--- src/rtl/thc_pkg.sv ---
// ----------------------------------------------------------------------------
// thc_pkg
// Shared types, constants and a digit helper for the twelve-hour clock.
// ----------------------------------------------------------------------------
package thc_pkg;

  localparam int unsigned StampW    = 32;
  localparam int unsigned DebounceW = 16;
  localparam int unsigned HourW     = 5;  // 0..23
  localparam int unsigned MinuteW   = 6;  // 0..59

  localparam logic [DebounceW-1:0] DebounceReset = 16'd1000;
  localparam logic [HourW-1:0]     LastHour      = 5'd23;
  localparam logic [HourW-1:0]     NoonHour      = 5'd12;
  localparam logic [MinuteW-1:0]   LastMinute    = 6'd59;

  typedef enum logic [1:0] {
    CmdTick    = 2'd0,
    CmdMinBtn  = 2'd1,
    CmdHourBtn = 2'd2,
    CmdNone    = 2'd3
  } cmd_e;

  // Result of one button edge against its debounce window.
  typedef struct packed {
    logic counted;  // edge is outside the debounce gap
    logic press;    // counted edge that found the button released
  } edge_status_t;

  // Display digits of one time value.
  typedef struct packed {
    logic       hour_tens;
    logic [3:0] hour_ones;
    logic [2:0] minute_tens;
    logic [3:0] minute_ones;
    logic       is_pm;
  } disp_t;

  // Tens digit of a value 0..63 by comparison against the decade bounds.
  function automatic logic [2:0] tens_of(input logic [MinuteW-1:0] v);
    logic [2:0] t;
    if (v >= 6'd60) begin
      t = 3'd6;
    end else if (v >= 6'd50) begin
      t = 3'd5;
    end else if (v >= 6'd40) begin
      t = 3'd4;
    end else if (v >= 6'd30) begin
      t = 3'd3;
    end else if (v >= 6'd20) begin
      t = 3'd2;
    end else if (v >= 6'd10) begin
      t = 3'd1;
    end else begin
      t = 3'd0;
    end
    return t;
  endfunction

endpackage

--- src/rtl/twelve_hour_clock_with_set_buttons.sv ---
// ----------------------------------------------------------------------------
// twelve_hour_clock_with_set_buttons
// Minute-of-day clock with debounced minute and hour set buttons.
// An accepted event passes the input register and then the result register.
// Throughput: one event per cycle; the input register and result register
// hand off every cycle unless the result waits under stall.
// Reset clears the time to 12:00 AM, both buttons to released with last
// edge at zero, and the debounce gap to 1000.
// ----------------------------------------------------------------------------
module twelve_hour_clock_with_set_buttons (
  input  logic        clk_i,
  input  logic        rst_ni,
  input  logic        cfg_we_i,
  input  logic [15:0] cfg_wdata_i,
  input  logic        in_valid_i,
  output logic        in_stall_o,
  input  logic [1:0]  cmd_i,
  input  logic [31:0] edge_time_i,
  output logic        out_valid_o,
  input  logic        out_stall_i,
  output logic        hour_tens_o,
  output logic [3:0]  hour_ones_o,
  output logic [2:0]  minute_tens_o,
  output logic [3:0]  minute_ones_o,
  output logic        is_pm_o,
  output logic        display_update_o
);

  logic [thc_pkg::DebounceW-1:0] debounce_q;

  logic                          in_valid_q;
  thc_pkg::cmd_e                 cmd_q;
  logic [thc_pkg::StampW-1:0]    stamp_q;

  logic [thc_pkg::HourW-1:0]     hour_q, hour_d;
  logic [thc_pkg::MinuteW-1:0]   minute_q, minute_d;

  logic                          out_valid_q;
  thc_pkg::disp_t                disp_q;
  logic                          update_q;

  logic                          accept;
  logic                          fire;
  logic                          min_edge, hour_edge;
  thc_pkg::edge_status_t         min_status, hour_status;
  logic                          add_minute, add_hour;
  thc_pkg::disp_t                disp_d;

  // The held item moves on whenever the result register is free or drains.
  assign fire       = in_valid_q && (!out_valid_q || !out_stall_i);
  assign in_stall_o = in_valid_q && out_valid_q && out_stall_i;
  assign accept     = in_valid_i && !in_stall_o;

  assign min_edge  = fire && (cmd_q == thc_pkg::CmdMinBtn);
  assign hour_edge = fire && (cmd_q == thc_pkg::CmdHourBtn);

  thc_debounce u_min_btn (
    .clk_i      (clk_i),
    .rst_ni     (rst_ni),
    .edge_i     (min_edge),
    .stamp_i    (stamp_q),
    .debounce_i (debounce_q),
    .status_o   (min_status)
  );

  thc_debounce u_hour_btn (
    .clk_i      (clk_i),
    .rst_ni     (rst_ni),
    .edge_i     (hour_edge),
    .stamp_i    (stamp_q),
    .debounce_i (debounce_q),
    .status_o   (hour_status)
  );

  always_comb begin
    add_minute = 1'b0;
    add_hour   = 1'b0;
    case (cmd_q)
      thc_pkg::CmdTick:    add_minute = 1'b1;
      thc_pkg::CmdMinBtn:  add_minute = min_status.press;
      thc_pkg::CmdHourBtn: add_hour   = hour_status.press;
      default:             ;
    endcase
  end

  // Next time value; a minute carry and an hour press both step the hour.
  always_comb begin
    hour_d   = hour_q;
    minute_d = minute_q;
    if (add_minute) begin
      if (minute_q == thc_pkg::LastMinute) begin
        minute_d = '0;
        hour_d   = (hour_q == thc_pkg::LastHour) ? '0 : hour_q + 5'd1;
      end else begin
        minute_d = minute_q + 6'd1;
      end
    end else if (add_hour) begin
      hour_d = (hour_q == thc_pkg::LastHour) ? '0 : hour_q + 5'd1;
    end
  end

  thc_fmt u_fmt (
    .hour_i   (hour_d),
    .minute_i (minute_d),
    .disp_o   (disp_d)
  );

  always_ff @(posedge clk_i or negedge rst_ni) begin
    if (!rst_ni) begin
      debounce_q  <= thc_pkg::DebounceReset;
      in_valid_q  <= 1'b0;
      hour_q      <= '0;
      minute_q    <= '0;
      out_valid_q <= 1'b0;
    end else begin
      if (cfg_we_i) begin
        debounce_q <= cfg_wdata_i;
      end
      if (accept) begin
        in_valid_q <= 1'b1;
      end else if (fire) begin
        in_valid_q <= 1'b0;
      end
      if (fire) begin
        hour_q      <= hour_d;
        minute_q    <= minute_d;
        out_valid_q <= 1'b1;
      end else if (!out_stall_i) begin
        out_valid_q <= 1'b0;
      end
    end
  end

  always_ff @(posedge clk_i) begin
    if (accept) begin
      cmd_q   <= thc_pkg::cmd_e'(cmd_i);
      stamp_q <= edge_time_i;
    end
    if (fire) begin
      disp_q   <= disp_d;
      update_q <= add_minute || add_hour;
    end
  end

  assign out_valid_o      = out_valid_q;
  assign hour_tens_o      = disp_q.hour_tens;
  assign hour_ones_o      = disp_q.hour_ones;
  assign minute_tens_o    = disp_q.minute_tens;
  assign minute_ones_o    = disp_q.minute_ones;
  assign is_pm_o          = disp_q.is_pm;
  assign display_update_o = update_q;

endmodule

--- src/rtl/thc_debounce.sv ---
// ----------------------------------------------------------------------------
// thc_debounce
// Debounce window and pressed flag of one set button.
// ----------------------------------------------------------------------------
module thc_debounce (
  input  logic                           clk_i,
  input  logic                           rst_ni,
  input  logic                           edge_i,     // edge of this button is processed
  input  logic [thc_pkg::StampW-1:0]     stamp_i,
  input  logic [thc_pkg::DebounceW-1:0]  debounce_i,
  output thc_pkg::edge_status_t          status_o
);

  logic [thc_pkg::StampW-1:0] last_q, last_d;
  logic                       down_q, down_d;
  logic [thc_pkg::StampW-1:0] gap;

  // The subtraction wraps with the free-running timestamp.
  assign gap = stamp_i - last_q;

  always_comb begin
    status_o.counted = gap > thc_pkg::StampW'(debounce_i);
    status_o.press   = status_o.counted && !down_q;
    last_d = last_q;
    down_d = down_q;
    if (edge_i && status_o.counted) begin
      last_d = stamp_i;
      down_d = !down_q;
    end
  end

  always_ff @(posedge clk_i or negedge rst_ni) begin
    if (!rst_ni) begin
      last_q <= '0;
      down_q <= 1'b0;
    end else begin
      last_q <= last_d;
      down_q <= down_d;
    end
  end

endmodule

--- src/rtl/thc_fmt.sv ---
// ----------------------------------------------------------------------------
// thc_fmt
// Converts a 24-hour time into 12-hour BCD digits and the AM/PM flag.
// ----------------------------------------------------------------------------
module thc_fmt (
  input  logic [thc_pkg::HourW-1:0]   hour_i,
  input  logic [thc_pkg::MinuteW-1:0] minute_i,
  output thc_pkg::disp_t              disp_o
);

  logic [thc_pkg::HourW-1:0]   hour12;
  logic [2:0]                  min_tens;
  logic [thc_pkg::MinuteW-1:0] min_ones;

  always_comb begin
    disp_o.is_pm = hour_i >= thc_pkg::NoonHour;
    hour12 = disp_o.is_pm ? hour_i - thc_pkg::NoonHour : hour_i;
    // Hour zero of each half day reads as twelve.
    if (hour12 == '0) begin
      hour12 = thc_pkg::NoonHour;
    end
    disp_o.hour_tens = hour12 >= 5'd10;
    disp_o.hour_ones = disp_o.hour_tens ? 4'(hour12 - 5'd10) : 4'(hour12);

    min_tens = thc_pkg::tens_of(minute_i);
    min_ones = minute_i - thc_pkg::MinuteW'(min_tens) * 6'd10;
    disp_o.minute_tens = min_tens;
    disp_o.minute_ones = min_ones[3:0];
  end

endmodule

--- config.mk ---
export PLATFORM = sky130hd
export DESIGN_NAME = twelve_hour_clock_with_set_buttons
export DESIGN_NICKNAME = d
export VERILOG_FILES = /design/src/rtl/thc_pkg.sv /design/src/rtl/twelve_hour_clock_with_set_buttons.sv /design/src/rtl/thc_debounce.sv /design/src/rtl/thc_fmt.sv
export SDC_FILE = /design/constraint.sdc
export NUM_CORES = 1
export LEC_CHECK = 0
export ABC_AREA = 1
export BUFFER_PORTS_ARGS = -buffer_cell sky130_fd_sc_hd__buf_2
export CAP_MARGIN = 0
export CORE_MARGIN = 2
export CORE_UTILIZATION = 55
export CTS_CLUSTER_SIZE = 10
export DETAILED_ROUTE_END_ITERATION = 10
export GPL_TIMING_DRIVEN = 1
export PLACE_DENSITY = 0.73
export SYNTH_ARGS = -nofsm -noshare
export SYNTH_HDL_FRONTEND = slang
export SYNTH_SLANG_ARGS = --single-unit
--- constraint.sdc ---
create_clock -name clk_i -period 6.93 [get_ports clk_i]
set_clock_uncertainty 0.05 [all_clocks]
set_input_delay 0.3465 -clock clk_i [delete_from_list [all_inputs] [get_ports clk_i]]
set_output_delay 0.3465 -clock clk_i [all_outputs]
set_load 0.1 [all_outputs]
Word level (Yosys, flattened, before mapping)
Index checks and enable logic that the tools add are counted.
{ "word_totals": {"out_inout_bits": 16, "wordCells": 81, "reg_bits": 143} }
{ "op_classes": {"mul": 1, "n_eq_ne": 5, "reduce_logical": 20, "magnitude_cmp": 10, "addsub": 7, "muxes": 21} }
{ "op_table": {"columns": ["operator", "n"], "rows": [
  ["$gt 32x16->1", 2],
  ["$sub 32x32->32", 2],
  ["$mux 5", 6],
  ["$ge 6x6->1 const B", 3],
  ["$mux 3", 5],
  ["$ge 6x5->1 const B", 2],
  ["$mux 6", 2],
  ["$ge 5x4->1 const B", 2],
  ["$logic_and 1x1->1", 10],
  ["$add 6x1->6 const B", 1],
  ["$eq 6x6->1 const B", 1],
  ["$ge 6x4->1 const B", 1],
  ["$mux 1", 6],
  ["$add 5x1->5 const B", 1],
  ["$eq 5x5->1 const B", 1],
  ["$logic_not 1->1", 5],
  ["$logic_not 5->1", 1],
  ["$sub 5x4->5 const B", 1],
  ["$mux 4", 1],
  ["$sub 4x4->4", 1],
  ["$sub 4x4->4 const B", 1],
  ["$mul 3x3->3 const B", 1],
  ["$eq 2x1->1 const B", 1],
  ["$eq 2x2->1 const B", 1],
  ["other kinds (5)", 6]
]} }

Longest topological paths before layout
{ "depth": {"depth_word": 14, "depth_mapped": 46, "depth_no_buf": 46} }

Cells and area by module
Synthesis repeated with hierarchy kept, for this count alone.
{ "hier_totals": {"hier_cells": 1891, "area_unflattened_um2": 12251.8} }
{ "modules_own_cells": {"columns": ["module", "cells_per_inst", "area_each_um2", "seq_area_each_um2", "n_inst"], "rows": [
  ["thc_debounce at u_min_btn", 792, 4434.3, 825.8, 1],
  ["thc_debounce at u_hour_btn", 784, 4360.4, 825.8, 1],
  ["twelve_hour_clock_with_set_buttons", 233, 3029.2, 2174.6, 1],
  ["thc_fmt", 82, 427.9, 0.0, 1]
]} }

Worst setup path after synthesis
OpenSTA, ideal clock, no wires.
{ "synth_timing": {"path_kind": "flip-flop to flip-flop", "startpoint": "register stamp_q[0] (netlist bit)", "endpoint": "register disp_q (netlist bit minute_ones_o[3]) (data pin)", "slack_ps": 2069, "path_stages_with_launch": 42, "n_path_buf": 0, "arrival_ps": 4562, "setup_ps": 249, "cell_sequence": "edfxtp_1 inv_1 ha_1 fa_1 inv_1 nand2_1 a21oi_1 nand2_1 nand3_2 xor2_1 ha_1 nand2_1 nor2_1 nand2_1 nor2_1 nand4_1 nand2_1 nand3_1 (+6 left out) o21ai_1 inv_1 nand2_1 nand2_1 nand2_1 nand2_1 nand2_1 nand2_1 nand2_1 inv_1 ha_1 fa_1 xnor2_1 xnor2_1 inv_1 nand3_1 nand2_1 inv_1"} }
{ "synth_lines": {"columns": ["item", "line", "rtl"], "rows": [
  ["start, declared", "twelve_hour_clock_with_set_buttons.sv:33", "logic [thc_pkg::StampW-1:0] stamp_q;"],
  ["start signal, assigned", "twelve_hour_clock_with_set_buttons.sv:137", "stamp_q <= edge_time_i;"],
  ["end signal, assigned", "twelve_hour_clock_with_set_buttons.sv:140", "disp_q <= disp_d;"],
  ["end, declared", "twelve_hour_clock_with_set_buttons.sv:39", "thc_pkg::disp_t disp_q;"]
]} }

==> run_summary.xml <==
<?xml version="1.0" encoding="UTF-8"?>
<metrics>
  <group name="status">
    <metric name="result_of_the_run" unit="">completed</metric>
  </group>
  <group name="layout">
    <metric name="filler_cell_count" unit="">2031</metric>
    <metric name="final_layout_size_suffix_gt1_share" unit="%">9.69</metric>
    <metric name="num_antenna_cells" unit="">0</metric>
    <metric name="synthToLayoutAreaGrowth" unit="%">10.8</metric>
    <metric name="layout.cells.most_common" unit="">nand2_1</metric>
    <metric name="layout.cells.most_common_list" unit="">nand2_1, inv_1, o21ai_0</metric>
    <metric name="number_of_nets_in_the_layout" unit="">1938</metric>
  </group>
  <group name="worst_setup_path">
    <metric name="end_kind" unit="">flip-flop</metric>
    <metric name="crit_required" unit="ps">7090</metric>
    <metric name="worstPathMaxFanout" unit="">15</metric>
    <metric name="worst_path_slowest_cell" unit="">edfxtp_1</metric>
    <metric name="slowest_delay" unit="ps">440</metric>
    <metric name="critical_path.most_common_cell" unit="">nand2_1</metric>
    <metric name="arrival" unit="ps">5920</metric>
    <metric name="path_class" unit="">flip-flop to flip-flop</metric>
    <metric name="cp-start-kind" unit="">flip-flop</metric>
  </group>
  <group name="routing">
    <metric name="antenna_left" unit="">0</metric>
    <metric name="drt_first_pass_iters" unit="">7</metric>
    <metric name="drt_iter0_markers" unit="">744</metric>
    <metric name="vias_per_cell" unit="">5.24</metric>
    <metric name="avgRoutedWirePerCell" unit="um">15.3</metric>
    <metric name="routed_wl" unit="mm">31.6</metric>
    <metric name="route.detailed.drc" unit="">0</metric>
    <metric name="vias" unit="">10849</metric>
  </group>
  <group name="global_route">
    <metric name="number_of_global_route_vias_before_repair" unit="">10274</metric>
    <metric name="number_of_antenna_violations_at_the_first_check_in_global_routing" unit="">0</metric>
    <metric name="grt.overflow.total" unit="">0</metric>
    <metric name="groute.usage.overall" unit="%">29.5</metric>
    <metric name="grt_max_degree" unit="">66</metric>
    <metric name="first_pass_grt_wire_length" unit="mm">51.2</metric>
  </group>
  <group name="yosys">
    <metric name="syn_nets" unit="">1865</metric>
    <metric name="netlist_top_cells_area" unit="">dfrtp_1, nand2_1, edfxtp_1</metric>
    <metric name="post_synth_instance_area" unit="sq mm">0.0116</metric>
    <metric name="synth-edff-count" unit="">48</metric>
    <metric name="postSynthAreaPerCell" unit="sq um">6.77</metric>
    <metric name="ys.flop_type" unit="">dfrtp_1</metric>
    <metric name="synthDominantAreaCellType" unit="">dfrtp_1</metric>
    <metric name="yosys_warnings" unit="">0</metric>
    <metric name="flip_flop_and_latch_count_after_synthesis" unit="">143</metric>
    <metric name="post_synth_num_cell_types" unit="">44</metric>
    <metric name="count_of_mapped_cells_out_of_synthesis" unit="">1709</metric>
    <metric name="ffs_w_async_s_r_synth" unit="%">66.4</metric>
    <metric name="seq_area_frac_synth" unit="%">33.1</metric>
    <metric name="yosysTopAreaCellShare" unit="%">19.3</metric>
  </group>
  <group name="power_and_ir_drop">
    <metric name="leakagePower" unit="nW">6.99</metric>
    <metric name="total_power" unit="mW">5.03</metric>
    <metric name="cellPowerDensity" unit="mW/mm^2">393</metric>
    <metric name="max-vdd-ir-drop" unit="V">0.000320</metric>
  </group>
  <group name="sta">
    <metric name="totalNegativeSetupSlack" unit="ps">0</metric>
    <metric name="hold_violations" unit="">0</metric>
    <metric name="setup_repair_after_global_routing_missed_its_margin" unit="">false</metric>
    <metric name="setup_viol_count_final" unit="">0</metric>
    <metric name="fin_hold_ws" unit="ps">25.9</metric>
    <metric name="maxSlewViolCount" unit="">0</metric>
    <metric name="worst_slew_pin_slew" unit="ps">661</metric>
    <metric name="post-route-min-period" unit="ps">5760</metric>
    <metric name="clock.fmax" unit="MHz">173</metric>
    <metric name="slew_headroom" unit="%">56.0</metric>
    <metric name="timing.final.crit_share" unit="%">83.2</metric>
  </group>
  <group name="cts">
    <metric name="htree_levels" unit="">4</metric>
    <metric name="cts.reportedPaths.clkPinSlew" unit="ps">80</metric>
    <metric name="cell_chosen_for_the_clock_root" unit="">clkbuf_16</metric>
    <metric name="worst_case_clock_buffer_depth" unit="">2</metric>
    <metric name="clock_insertion_delay_worst_skew" unit="ps">440</metric>
    <metric name="tritoncts_clock_tree" unit="">done</metric>
    <metric name="number_of_cts_inserted_buffers" unit="">17</metric>
    <metric name="clock-sinks" unit="">143</metric>
    <metric name="postCtsSetupRepairBufs" unit="">0</metric>
  </group>
  <group name="floorplanning">
    <metric name="floorplan.io_pins" unit="">71</metric>
    <metric name="chipWidth" unit="um">149</metric>
    <metric name="rows" unit="">53</metric>
    <metric name="core" unit="sq mm">0.0208</metric>
    <metric name="die_area" unit="sq mm">0.0222</metric>
    <metric name="overall_die_height" unit="um">149</metric>
    <metric name="initial_utilization" unit="%">55.6</metric>
  </group>
  <group name="worst_hold_path">
    <metric name="hp-class" unit="">input pin to flip-flop</metric>
  </group>
  <group name="run">
    <metric name="maxCapViolations" unit="">0</metric>
  </group>
  <group name="placement">
    <metric name="detailedPlacementHpwl" unit="mm">25.2</metric>
    <metric name="buffer_ports.inserted" unit="">70</metric>
    <metric name="gpl.final_weighted_congestion" unit="">0.964</metric>
  </group>
</metrics>
cell usage after synthesis (all sizes together) (2+ instances only):
cell type and number:
a21oi 73, and2 4, buf 4, clkbuf 18, dfrtp 89, dfstp 6, edfxtp 48, fa 3
ha 98, inv 341, nand2 579, nand3 88, nand3b 6, nand4 18, nor2 130, nor3 16
nor4 4, o211ai 3, o21a 2, o21ai 129, o21bai 4, or2 2, xnor2 6, xor2 32
flip-flops by register name, summed over array words and instances (netlist names), 4 cells and up:
| signal | count |
|---|---|
| debounce_q | 16 |
| hour_ones_o | 4 |
| hour_q | 5 |
| minute_ones_o | 4 |
| minute_q | 6 |
| stamp_q | 32 |
| u_hour_btn.last_q | 32 |
| u_min_btn.last_q | 32 |
where the power goes:
group / switching [mW] / total [mW] / internal, mW
Combinational: 1.93 / 2.85 / 0.929
Sequential: 0.125 / 1.23 / 1.11
Clock: 0.461 / 0.945 / 0.485
Total: 2.51 / 5.03 / 2.52
kinds of logic after synthesis:
group / count (synthesis) / synth area share, %
compound gates: 213 / 9.72
simple gates: 849 / 31.1
xor+xnor: 38 / 2.88
flops: 143 / 33.1
buf+inv: 364 / 12.0
mux: 1 / 0.0973
fa+ha+maj: 101 / 11.1
worst max-delay path: cells and delay by family, from the launching register on:
family | cells | cell delay (ps)
xor+xnor | 3 | 400
flops | 1 | 440
simple gates | 27 | 2750
fa+ha+maj | 4 | 1260
buf+inv | 5 | 350
compound gates | 1 | 270
area by class of cell:
class / instances / area, sq um / area share (%)
well taps: 275 / 344 / 2.69
clock inverters: 15 / 164 / 1.28
inverters: 342 / 1290 / 10.1
clock buffers: 17 / 425 / 3.32
repair buffers: 76 / 400 / 3.13
multi-input cells: 1202 / 6360 / 49.7
flip-flops and latches: 143 / 3830 / 29.9
routing by layer:
| layer | up-vias | share of wire (%) | global-route usage [%] |
|---|---|---|---|
| met3 | 57 | 6.9 | 4.89 |
| met2 | 349 | 45 | 46.6 |
| met4 | 0 | 2.4 | 9.62 |
| li1 | 5483 | - | - |
| met1 | 4960 | 46 | 41.4 |
| met5 | - | 0 | 0 |
final timing paths:
check	endpoint	startpoint	slack, ps	depth (start not counted)
worst min register to register	out_valid_o	in_valid_q	430	2
worst max-delay path	minute_ones_o[3]	stamp_q[14]	1170	40
worst min-delay path	stamp_q[0]	edge_time_i[0]	30	1
max in group asynchronous	u_hour_btn.last_q[19]	rst_ni	5310	3
worst max register to register	minute_ones_o[3]	stamp_q[14]	1170	40
min in group asynchronous	debounce_q[1]	rst_ni	420	2
per-stage QoR:
| stage | instances | setup WS [ps] | util, % | area, sq um |
|---|---|---|---|---|
| final | 2070 | 1170 | 61.5 | 12800 |
| after global routing | 2070 | 612 | 61.5 | 12800 |
| after CTS | 2070 | 1240 | 61.5 | 12800 |
| after detailed placement | 2037 | 1270 | 58.6 | 12200 |
| after global placement | 2037 | 1480 | 58.6 | 12200 |
| after floorplan | 1709 | 2070 | - | 11600 |
repair_timing:
| action | CTS | global route |
|---|---|---|
| endpoints found under the hold margin | 48 | 0 |
| gates resized for setup | 0 | 0 |
| hold buffers | 1 | 0 |
Note: power is estimated with default switching activity, not from simulation.
